[src/rtl/crcw_pkg.sv]
package crcw_pkg;

    localparam int CRCW_WORD_BITS = 64;
    localparam int CRCW_CRC_BITS  = 32;
    localparam int CRCW_LANE_BITS = 8;
    localparam int CRCW_LANES     = CRCW_WORD_BITS / CRCW_LANE_BITS;

    localparam logic [CRCW_CRC_BITS-1:0] CRCW_POLY     = 32'h82F6_3B78;
    localparam logic [CRCW_CRC_BITS-1:0] CRCW_RESET_CRC = 32'hFFFF_FFFF;

    typedef logic [CRCW_CRC_BITS-1:0] crc_t;
    typedef logic [CRCW_WORD_BITS-1:0][CRCW_CRC_BITS-1:0] col_tab_t;
    typedef logic [CRCW_LANES-1:0][CRCW_CRC_BITS-1:0] lane_parts_t;

    // Word in the first stage handed to the merge stage.
    typedef struct packed {
        logic valid;
        logic first;
        logic last;
        crc_t seed_part;
    } crcw_s1_t;

    // Column p is the 64-bit bit-serial update applied to a word with only bit p set.
    // Evaluated once at elaboration.
    function automatic col_tab_t crcw_make_columns();
        col_tab_t                  tab;
        logic [CRCW_WORD_BITS-1:0] x;
        for (int p = 0; p < CRCW_WORD_BITS; p++)
        begin
            x = {{(CRCW_WORD_BITS-1){1'b0}}, 1'b1} << p;
            for (int i = 0; i < CRCW_WORD_BITS; i++)
            begin
                if (x[0])
                    x = (x >> 1) ^ {{(CRCW_WORD_BITS-CRCW_CRC_BITS){1'b0}}, CRCW_POLY};
                else
                    x = x >> 1;
            end
            tab[p] = x[CRCW_CRC_BITS-1:0];
        end
        return tab;
    endfunction

    localparam col_tab_t CRCW_COLS = crcw_make_columns();

    // Contribution of a 32-bit register value, which sits in the low bits of the word.
    function automatic crc_t crcw_fold_reg(input crc_t r);
        crc_t acc;
        acc = '0;
        for (int j = 0; j < CRCW_CRC_BITS; j++)
        begin
            if (r[j])
                acc = acc ^ CRCW_COLS[j];
        end
        return acc;
    endfunction

endpackage

[src/rtl/crcw_lane.sv]
module crcw_lane #(
    parameter int LANE_IDX = 0
) (
    input  logic                                   clk,
    input  logic                                   load,
    input  logic [crcw_pkg::CRCW_LANE_BITS-1:0]    lane_byte,
    output crcw_pkg::crc_t                         part
);
    import crcw_pkg::*;

    crc_t part_reg;
    crc_t part_next;

    // Each byte bit selects the column for its place in the word.
    always_comb
    begin
        part_next = '0;
        for (int j = 0; j < CRCW_LANE_BITS; j++)
        begin
            if (lane_byte[j])
                part_next = part_next ^ CRCW_COLS[LANE_IDX*CRCW_LANE_BITS + j];
        end
    end

    always_ff @(posedge clk)
    begin
        if (load)
            part_reg <= part_next;
    end

    assign part = part_reg;

endmodule

[src/rtl/crcw_merge.sv]
module crcw_merge (
    input  logic                   clk,
    input  logic                   rst_n,
    input  crcw_pkg::crcw_s1_t     s1,
    input  crcw_pkg::lane_parts_t  lane_parts,
    output logic                   s1_go,
    output logic                   crc_valid,
    input  logic                   crc_stall,
    output crcw_pkg::crc_t         crc_raw
);
    import crcw_pkg::*;

    crc_t crc_reg;
    crc_t crc_next;
    crc_t data_part;
    logic out_valid_reg;
    logic out_valid_next;
    crc_t out_crc_reg;

    always_comb
    begin
        data_part = '0;
        for (int k = 0; k < CRCW_LANES; k++)
        begin
            data_part = data_part ^ lane_parts[k];
        end
    end

    // A first word starts from the inverted seed, whose contribution was formed a stage earlier.
    assign crc_next = (s1.first ? s1.seed_part : crcw_fold_reg(crc_reg)) ^ data_part;

    // A non-final word may always move on; a final word needs a free output register.
    assign s1_go = s1.valid && (!s1.last || !out_valid_reg || !crc_stall);

    always_comb
    begin
        if (s1_go && s1.last)
            out_valid_next = 1'b1;
        else
            out_valid_next = out_valid_reg && crc_stall;
    end

    always_ff @(posedge clk or negedge rst_n)
    begin
        if (!rst_n)
        begin
            crc_reg       <= CRCW_RESET_CRC;
            out_valid_reg <= 1'b0;
        end
        else
        begin
            if (s1_go)
                crc_reg <= crc_next;
            out_valid_reg <= out_valid_next;
        end
    end

    always_ff @(posedge clk)
    begin
        if (s1_go && s1.last)
            out_crc_reg <= crc_next;
    end

    assign crc_valid = out_valid_reg;
    assign crc_raw   = out_crc_reg;

    a_last_emits: assert property (@(posedge clk) disable iff (!rst_n)
        (s1_go && s1.last) |=> out_valid_reg)
        else $error("final word did not produce a result");

    a_emit_matches_reg: assert property (@(posedge clk) disable iff (!rst_n)
        (s1_go && s1.last) |=> (out_crc_reg == crc_reg))
        else $error("emitted CRC differs from running register");

    a_idle_holds_reg: assert property (@(posedge clk) disable iff (!rst_n)
        !s1_go |=> $stable(crc_reg))
        else $error("CRC register changed without a word");

    a_held_result_blocks_last: assert property (@(posedge clk) disable iff (!rst_n)
        (out_valid_reg && crc_stall && s1.valid && s1.last) |-> !s1_go)
        else $error("final word overwrote a result still waiting");

endmodule

[src/rtl/crc32c_wide_stream.sv]
// Reflected CRC-32C (Castagnoli, polynomial 0x82F63B78) over a stream of 64-bit words, eight
// message bytes per word with the first byte in bits 7 to 0. A word marked first_word loads the
// register with the inverse of seed_crc (zero for a fresh message, or a finished CRC to chain),
// and a word marked last_word yields one result, crc_raw, which is the register after that word
// without the final inversion; invert it to obtain the usual finished CRC. Words with neither
// mark continue from the current register, which after reset is all ones. The block takes one
// word per clock cycle while no held result stalls it. A word is registered in the first
// stage, eight byte lanes, each folding its byte into a 32-bit partial remainder, and the
// second stage XORs the lane results with the register's own contribution in a single
// 32-bit feedback step, which is the loop that sets the clock rate, and writes a final
// word's result to the output register. That register holds a result that is stalled, and
// the input keeps taking words until a second final word would have to overwrite it.
module crc32c_wide_stream (
    input  logic                                 clk,
    input  logic                                 rst_n,
    input  logic                                 word_valid,
    output logic                                 word_stall,
    input  logic [crcw_pkg::CRCW_WORD_BITS-1:0]  data_word,
    input  logic                                 first_word,
    input  logic                                 last_word,
    input  logic [crcw_pkg::CRCW_CRC_BITS-1:0]   seed_crc,
    output logic                                 crc_valid,
    input  logic                                 crc_stall,
    output logic [crcw_pkg::CRCW_CRC_BITS-1:0]   crc_raw
);
    import crcw_pkg::*;

    logic        accept;
    logic        s1_go;
    logic        s1_valid_reg;
    logic        s1_valid_next;
    logic        s1_first_reg;
    logic        s1_last_reg;
    crc_t        seed_part_reg;
    crcw_s1_t    s1;
    lane_parts_t lane_parts;

    // The first stage can take a word when it is empty or its word moves on this cycle.
    assign word_stall = s1_valid_reg && !s1_go;
    assign accept     = word_valid && !word_stall;

    always_comb
    begin
        if (accept)
            s1_valid_next = 1'b1;
        else if (s1_go)
            s1_valid_next = 1'b0;
        else
            s1_valid_next = s1_valid_reg;
    end

    always_ff @(posedge clk or negedge rst_n)
    begin
        if (!rst_n)
            s1_valid_reg <= 1'b0;
        else
            s1_valid_reg <= s1_valid_next;
    end

    // The seed's contribution is formed alongside the lanes so that the
    // feedback step only has to pick it.
    always_ff @(posedge clk)
    begin
        if (accept)
        begin
            s1_first_reg  <= first_word;
            s1_last_reg   <= last_word;
            seed_part_reg <= crcw_fold_reg(~seed_crc);
        end
    end

    genvar k;
    generate
        for (k = 0; k < CRCW_LANES; k++)
        begin : g_lane
            crcw_lane #(
                .LANE_IDX (k)
            ) u_lane (
                .clk       (clk),
                .load      (accept),
                .lane_byte (data_word[k*CRCW_LANE_BITS +: CRCW_LANE_BITS]),
                .part      (lane_parts[k])
            );
        end
    endgenerate

    assign s1.valid     = s1_valid_reg;
    assign s1.first     = s1_first_reg;
    assign s1.last      = s1_last_reg;
    assign s1.seed_part = seed_part_reg;

    crcw_merge u_merge (
        .clk        (clk),
        .rst_n      (rst_n),
        .s1         (s1),
        .lane_parts (lane_parts),
        .s1_go      (s1_go),
        .crc_valid  (crc_valid),
        .crc_stall  (crc_stall),
        .crc_raw    (crc_raw)
    );

endmodule
[config.mk]
export PLATFORM = sky130hd
export DESIGN_NAME = crc32c_wide_stream
export DESIGN_NICKNAME = d
export VERILOG_FILES = /design/src/rtl/crcw_pkg.sv /design/src/rtl/crcw_lane.sv /design/src/rtl/crcw_merge.sv /design/src/rtl/crc32c_wide_stream.sv
export SDC_FILE = /design/constraint.sdc
export NUM_CORES = 1
export LEC_CHECK = 0
export BUFFER_PORTS_ARGS = -buffer_cell sky130_fd_sc_hd__buf_2
export CAP_MARGIN = 40
export CELL_PAD_IN_SITES_DETAIL_PLACEMENT = 1
export CELL_PAD_IN_SITES_GLOBAL_PLACEMENT = 2
export CORE_UTILIZATION = 49
export DETAILED_ROUTE_END_ITERATION = 12
export GPL_ROUTABILITY_DRIVEN = 0
export GPL_TIMING_DRIVEN = 0
export PLACE_DENSITY_LB_ADDON = 0.1
export SLEW_MARGIN = 5
export SYNTH_ARGS = -nofsm -noshare
export SYNTH_HDL_FRONTEND = slang
export SYNTH_HIERARCHICAL = 1
export SYNTH_SLANG_ARGS = --single-unit
[constraint.sdc]
create_clock -name clk -period 14.4 [get_ports clk]
set_input_delay 4.32 -clock clk [delete_from_list [all_inputs] [get_ports clk]]
set_output_delay 4.32 -clock clk [all_outputs]
set_load 0.02 [all_outputs]
==> results of run 1 <==
[critical path, cell delays in order]
cell	delay (ns)
buf_2	0.09
nand3_1	0.09
nand2_1	0.32
clkinv_1	0.33
buf_1	0.41
nand2b_1	0.30
inv_1	0.07
buf_2	0.16
[kinds of logic (layout without fill, tap and decap cells)]
group / after synthesis / in the layout / share of synthesized area [%]
mux: 42 / 42 / 1.98
buf+inv: 153 / 291 / 3.95
simple gates: 34 / 34 / 0.676
flops: 338 / 338 / 43.3
other cells: 2 / 3 / 0.0325
xor+xnor: 953 / 953 / 49.5
compound gates: 24 / 24 / 0.573
[metrics by stage]
stage / hold WS [ns] / util [%] / TNS [ns] / cells
after floorplan: 0.503 / - / 0 / 1547
after global routing: 0.534 / 55.0 / 0 / 2292
after global placement: 0.492 / 52.0 / -308.39 / 2216
after detailed placement: 0.504 / 52.3 / 0 / 2221
after CTS: 0.518 / 55.0 / 0 / 2292
final: 0.512 / 55.0 / 0 / 2292
[worst min-delay path by stage]
stage / to / slack, ns / cells after the start / start
5_1_grt: u_merge/crc_valid / 0.53 / 1 / u_merge/crc_valid
2_1_floorplan: s1_valid_reg / 0.50 / 2 / s1_valid_reg
3_5_place_dp: u_merge/crc_valid / 0.50 / 1 / u_merge/crc_valid
6_report: u_merge/crc_valid / 0.51 / 1 / u_merge/crc_valid
4_1_cts: u_merge/crc_valid / 0.52 / 1 / u_merge/crc_valid
3_3_place_gp: u_merge/crc_valid / 0.49 / 1 / u_merge/crc_valid
[cell usage in the layout, fill, tap and decap left out, types with 4 or more instances in the layout]
cell       netlist  layout
xnor2_1        580     580
edfxtp_1       304     304
xor2_1         140     140
xnor3_1        139     139
buf_2           65     127
clkbuf_16        0      40
buf_4           34      34
dfstp_2         32      32
xor3_1          31      31
mux2_2          30      30
xnor2_2         28      28
clkbuf_1        19      26
nand2_1         19      19
inv_1           14      14
buf_6           13      13
xnor3_2         13      13
o21ai_0         12      12
mux2i_1         12      12
clkinv_1         1      11
xor2_2           8       8
xnor2_4          7       7
clkinv_2         1       6
xor2_4           4       4
bufinv_16        0       4
buf_16           0       4
a21oi_1          4       4
o21ai_1          4       4
[final cells by class]
| cell class | instances | area [sq um] | area share, % |
|---|---|---|---|
| Multi-Input combinational cell | 1056 | 12200 | 47.7 |
| Sequential cell | 338 | 10000 | 39.1 |
| Clock buffer | 48 | 1040 | 4.06 |
| Buffer | 137 | 852 | 3.33 |
| Tap cell | 607 | 759 | 2.96 |
| Timing Repair Buffer | 67 | 440 | 1.72 |
| Clock inverter | 23 | 236 | 0.923 |
| Inverter | 16 | 61.3 | 0.239 |
[per-layer routing]
metal  routed length, um  up-vias  global-route usage [%]
met3                2670       85                    3.41
met5                   0        -                       0
met1               26000     6049                    34.4
met2               28700      297                    41.4
li1                    -     5344                       -
met4                1980        0                    9.14
[report_power, final]
part | total (W) | internal [W] | switching, W
clock network | 0.00100 | 0.000589 | 0.000412
logic | 0.00523 | 0.00273 | 0.00250
registers | 0.00165 | 0.00155 | 0.0000933
total | 0.00788 | 0.00487 | 0.00300
==> summary.md, run 1 <==
| Metric | Value |
|---|---|
| Hold buffers post-CTS | 0 |
| CTS max path bufs | 3 |
| Max-slew violations | 0 |
| Syn_area_per_cell | 15.0 sq um |
| Top post-synthesis cells by area | edfxtp_1 39%, xnor2_1 22%, xnor3_1 14% |
| Dpl cell area | 0.0243 sq mm |
| Synthesized flop and latch total | 338 |
| CTS buffer count | 40 |
| Worst r2r src | s1_last_reg |
| Vias in the first global route | 12.6k |
| Crit. Startpoint | crc_stall |
| Max reg flops | 238 |
| Finished Cell Area | 0.0256 sq mm |
| CP Data Arrival Time | 6.12 ns |
| Dpl ws | 3.90 ns |
| Row Count | 79 |
| CTS tree | done |
| Die width | 219 um |
| CP Class | input port to primary output |
| Min Tclk post-route | 10.44 ns |
| Largest net degree at the start of global routing | 68 |
| Clk root buf | clkbuf_16 |
| Vias post-DR | between 10k and 15k |
| Synth warn | 6 |
| Reg2Reg Depth | 9 |
| Global-route wire length before repair | 85000 um |
| Post-Syn Area | 0.0231 sq mm |
| F_max | 95.8 MHz |
| Worst Hold Class | flop to flop |
| Synth async-reset ratio | 10.1% |
| Unrepaired setup endpoints after global routing | false |
| Share of cells above drive strength 1 | a little over a fifth |
| DRC violation total after the first TritonRoute iteration | 748 |
| GRT Total Usage | 25.3% |
| DRT Wirelength | 59300 um |
| Capturing point of the worst reg2reg path | seed_part_reg[19] |
| Peak VDD IR | 0.000244 V |
| Worst setup SP type | input port |
| Clock latency on the worst-skew pair | 0.57 ns |
| Total power | 0.00788 W |
| Period utilization | 72.5% |
| Initial antenna violation count | 0 |
| R2R Setup Slk | 10.61 ns |
| Number of cells upsized or downsized after cts | 0 |
| Maximum fanout along the worst path | 10 |
| Core area | 0.0466 sq mm |
| Die Y | between 200 and 250 um |
| Clock slew at reported path FFs | 0.06 ns |
| Post-route DRC | 0 |
| Final Hold Fails | 0 |
| Sequential-to-total area share from yosys stat | 43.3% |
| Clock sinks | 338 |
| Post-synth EDFFs | 304 |
| # fillers | 4446 |
| Final Net Count | 1758 |
| Starting Density | around half |
| Post-CTS setup buffers | 0 |
| Ports | 136 |
| GRT overflow | 0 |
| Antenna Violating Nets Remaining | 0 |
| CP endpoint kind | primary output |
| Area Overhead vs Synth | 10.7% |
| CP endpoint | word_stall |
| H-tree depth | 2 |
| Die ar. | 0.0481 sq mm |
| Worst slew margin | 38.7% |
| WL/cell | 25.9 um |
| Final setup violating endpoints | 0 |
| MaxCap Viol Count | 0 |
| Worst setup margin | 3.96 ns |
| Detailed placement HPWL | ~47000 um |
| Power density over the cells | 307 mW/mm^2 |
| Ys flop type | edfxtp_1 |
| Area leader, netlist | edfxtp_1 |
| Tightest Pin Transition | 0.913 ns |
| Most frequent cells after synthesis | 580 x xnor2_1, 304 x edfxtp_1, 140 x xor2_1 |
| Data required, critical path | around 10 ns |
| DR pass1 iterations | 5 |
| Port bufs | 62 |
| Skew final | 0.0269 ns |
| Routed vias/inst | between 5 and 6 |
| Status | finished clean |
| Number of diodes | 0 |
| Unique cell type count in the Yosys netlist | 44 |
| Synthesized netlist cell count | 1546 |
| Leak | 10.2 nW |
| Count leader, synth | xnor2_1 |
| Synth top area share | 39.5% |
(Power assumes the default switching activity.)
==> run 2: changes to the inputs <==
Settings changed: CORE_UTILIZATION 49 to 41.
Clock period 14.4 ns to 8.6 ns, I/O delays scaled along.
==> run 2 against run 1 <==
Against the previous run: sequential cell count unchanged; critical path type unchanged; clock power increased by 72%; first-iteration DRC count grew 2.5%; via count is 1.6% lower; core utilization fell by 8.3 points; clock-buffer cell count up 1; largest power group unchanged; die area is 19% higher; largest cell class unchanged.
==> summary.md, run 2 (synthesized netlist as in run 1, its figures left out) <==
| Metric | Value |
|---|---|
| Max reg flops | around 240 |
| F_max | between 100 and 150 MHz |
| Largest net degree at the start of global routing | 63 |
| Hold buffers post-CTS | 0 |
| Clock latency on the worst-skew pair | 0.56 ns |
| Data required, critical path | around 6 ns |
| Core area | 0.0554 sq mm |
| Final setup violating endpoints | 0 |
| Post-CTS setup buffers | 0 |
| Clock sinks | 338 |
| Area Overhead vs Synth | 11.9% |
| Worst setup margin | ~1.6 ns |
| Worst Hold Class | flop to flop |
| Number of placed cells counting well taps | 2366 |
| Clk root buf | clkbuf_16 |
| Worst setup SP type | input port |
| Row Count | 86 |
| # fillers | 5429 |
| CTS tree | done |
| CP endpoint kind | primary output |
| Capturing point of the worst reg2reg path | g_lane[6].u_lane/part[17] |
| Power density over the cells | 511 mW/mm^2 |
| Maximum fanout along the worst path | 8 |
| Share of cells above drive strength 1 | 22.1% |
| R2R Setup Slk | about 5 ns |
| CP Data Arrival Time | 4.37 ns |
| CTS max path bufs | 3 |
| Tightest Pin Transition | 0.903 ns |
| Die ar. | 0.0574 sq mm |
| Initial antenna violation count | 2 |
| Worst r2r src | s1_last_reg |
| Number of cells upsized or downsized after cts | 0 |
| GRT overflow | 0 |
| GRT Total Usage | between 20% and 30% |
| Worst slew margin | 39.4% |
| Die width | around 240 um |
| Critical hold path startpoint | u_merge/crc_valid |
| Reg2Reg Depth | 11 |
| Min Tclk post-route | 6.95 ns |
| Status | finished clean |
| Final Hold Fails | 0 |
| H-tree depth | 2 |
| Leak | 10.2 nW |
| Post-route DRC | 0 |
| Starting Density | 41.7% |
| Global-route wire length before repair | 88700 um |
| Commonest non-fill, non-tap cell in the layout | xnor2_1 |
| Antenna Violating Nets Remaining | 0 |
| Vias post-DR | between 10k and 15k |
| Peak VDD IR | approximately 0.00033 V |
| WL/cell | 25.3 um |
| Commonest non-fill, non-tap cells in the layout | 580 x xnor2_1, 304 x edfxtp_1, 140 x xor2_1, 139 x xnor3_1, 127 x buf_2 |
| MaxCap Viol Count | 0 |
| Number of diodes | 0 |
| CTS buffer count | approximately 40 |
| WHS Path Cells | 1 |
| DRC violation total after the first TritonRoute iteration | approximately 770 |
| Vias in the first global route | 12.3k |
| Port bufs | 62 |
| Clock slew at reported path FFs | 0.05 ns |
| DR pass1 iterations | 5 |
| Dpl ws | roughly 1.7 ns |
| Skew final | 0.0197 ns |
| Period utilization | 80.8% |
| DRT Wirelength | 61800 um |
| CP Class | input port to primary output |
| Ports | 136 |
| Final Net Count | 1763 |
| Routed vias/inst | between 4 and 5 |
| Detailed placement HPWL | 48900 um |
| Die Y | roughly 240 um |
| Worst Hold Path EP | u_merge/crc_valid |
| Max-slew violations | 0 |
| Unrepaired setup endpoints after global routing | false |
| Final cell count without fillers | 2441 |
| TNS Setup | 0 ns |
## run 2: cell types whose count changed in the layout (fill, tap and decap cells not counted)
cell,previous run,this run
clkbuf_8,1,0
clkinvlp_4,0,3
inv_16,1,0
buf_12,2,3
clkbuf_16,40,42
buf_4,34,35
buf_8,1,2
clkinv_2,6,7
buf_6,13,14
## run 2: worst max path at each step
stage                   start                         to  slack [ns]  cells past startpoint
floorplan           crc_stall  g_lane[0].u_lane/part[10]        1.42                      6
global placement    crc_stall   g_lane[7].u_lane/part[1]       -1.18                      7
detailed placement  crc_stall                 word_stall        1.66                      9
CTS                 crc_stall                 word_stall        1.64                      9
global route        crc_stall                 word_stall        1.56                      9
finish              crc_stall                 word_stall        1.65                      9
## run 2: area by class of cell
| type | count | area (sq um) | area share, % |
|---|---|---|---|
| Buffer | 137 | 852 | 3.29 |
| Clock buffer | 49 | 1080 | 4.16 |
| Clock inverter | 26 | 244 | 0.942 |
| Inverter | 16 | 61.3 | 0.237 |
| Multi-Input combinational cell | 1056 | 12200 | 47.2 |
| Sequential cell | 338 | 10000 | 38.7 |
| Tap cell | 748 | 936 | 3.61 |
| Timing Repair Buffer | 71 | 494 | 1.91 |
## run 2: stage by stage
step	util (%)	instance area (sq um)	power [W]	hold WS [ns]
2_1_floorplan	-	23100	0.00928	0.503
3_3_place_gp	44.0	24400	0.0113	0.477
3_5_place_dp	44.3	24600	0.0115	0.492
4_1_cts	46.7	25900	0.0133	0.504
5_1_grt	46.7	25900	0.0138	0.533
6_report	46.7	25900	0.0132	0.504
## run 2: critical path, cell delays in order
cell and delay (ns):
buf_2 0.09, nand3_1 0.09, nand2_1 0.31, clkinv_1 0.33, buf_1 0.31, buf_8 0.22, nand2b_1 0.19, inv_1 0.08
buf_2 0.15
## run 2: per-layer routing
| layer | vias to the layer above | GRT usage, % | wire (um) |
|---|---|---|---|
| li1 | 5367 | - | - |
| met1 | 5872 | 31.5 | 28500 |
| met2 | 264 | 35.4 | 29100 |
| met3 | 83 | 3.15 | 2540 |
| met4 | 2 | 6.35 | 1650 |
| met5 | - | 0 | 16 |
## run 2: report_power, final
| part | leakage, nW | total (W) | switching (W) | internal (W) |
|---|---|---|---|---|
| Clock | 0.637 | 0.00172 | 0.000708 | 0.00102 |
| Sequential | 3.26 | 0.00276 | 0.000158 | 0.00260 |
| Combinational | 6.33 | 0.00875 | 0.00417 | 0.00457 |
| Total | 10.2 | 0.0132 | 0.00504 | 0.00819 |
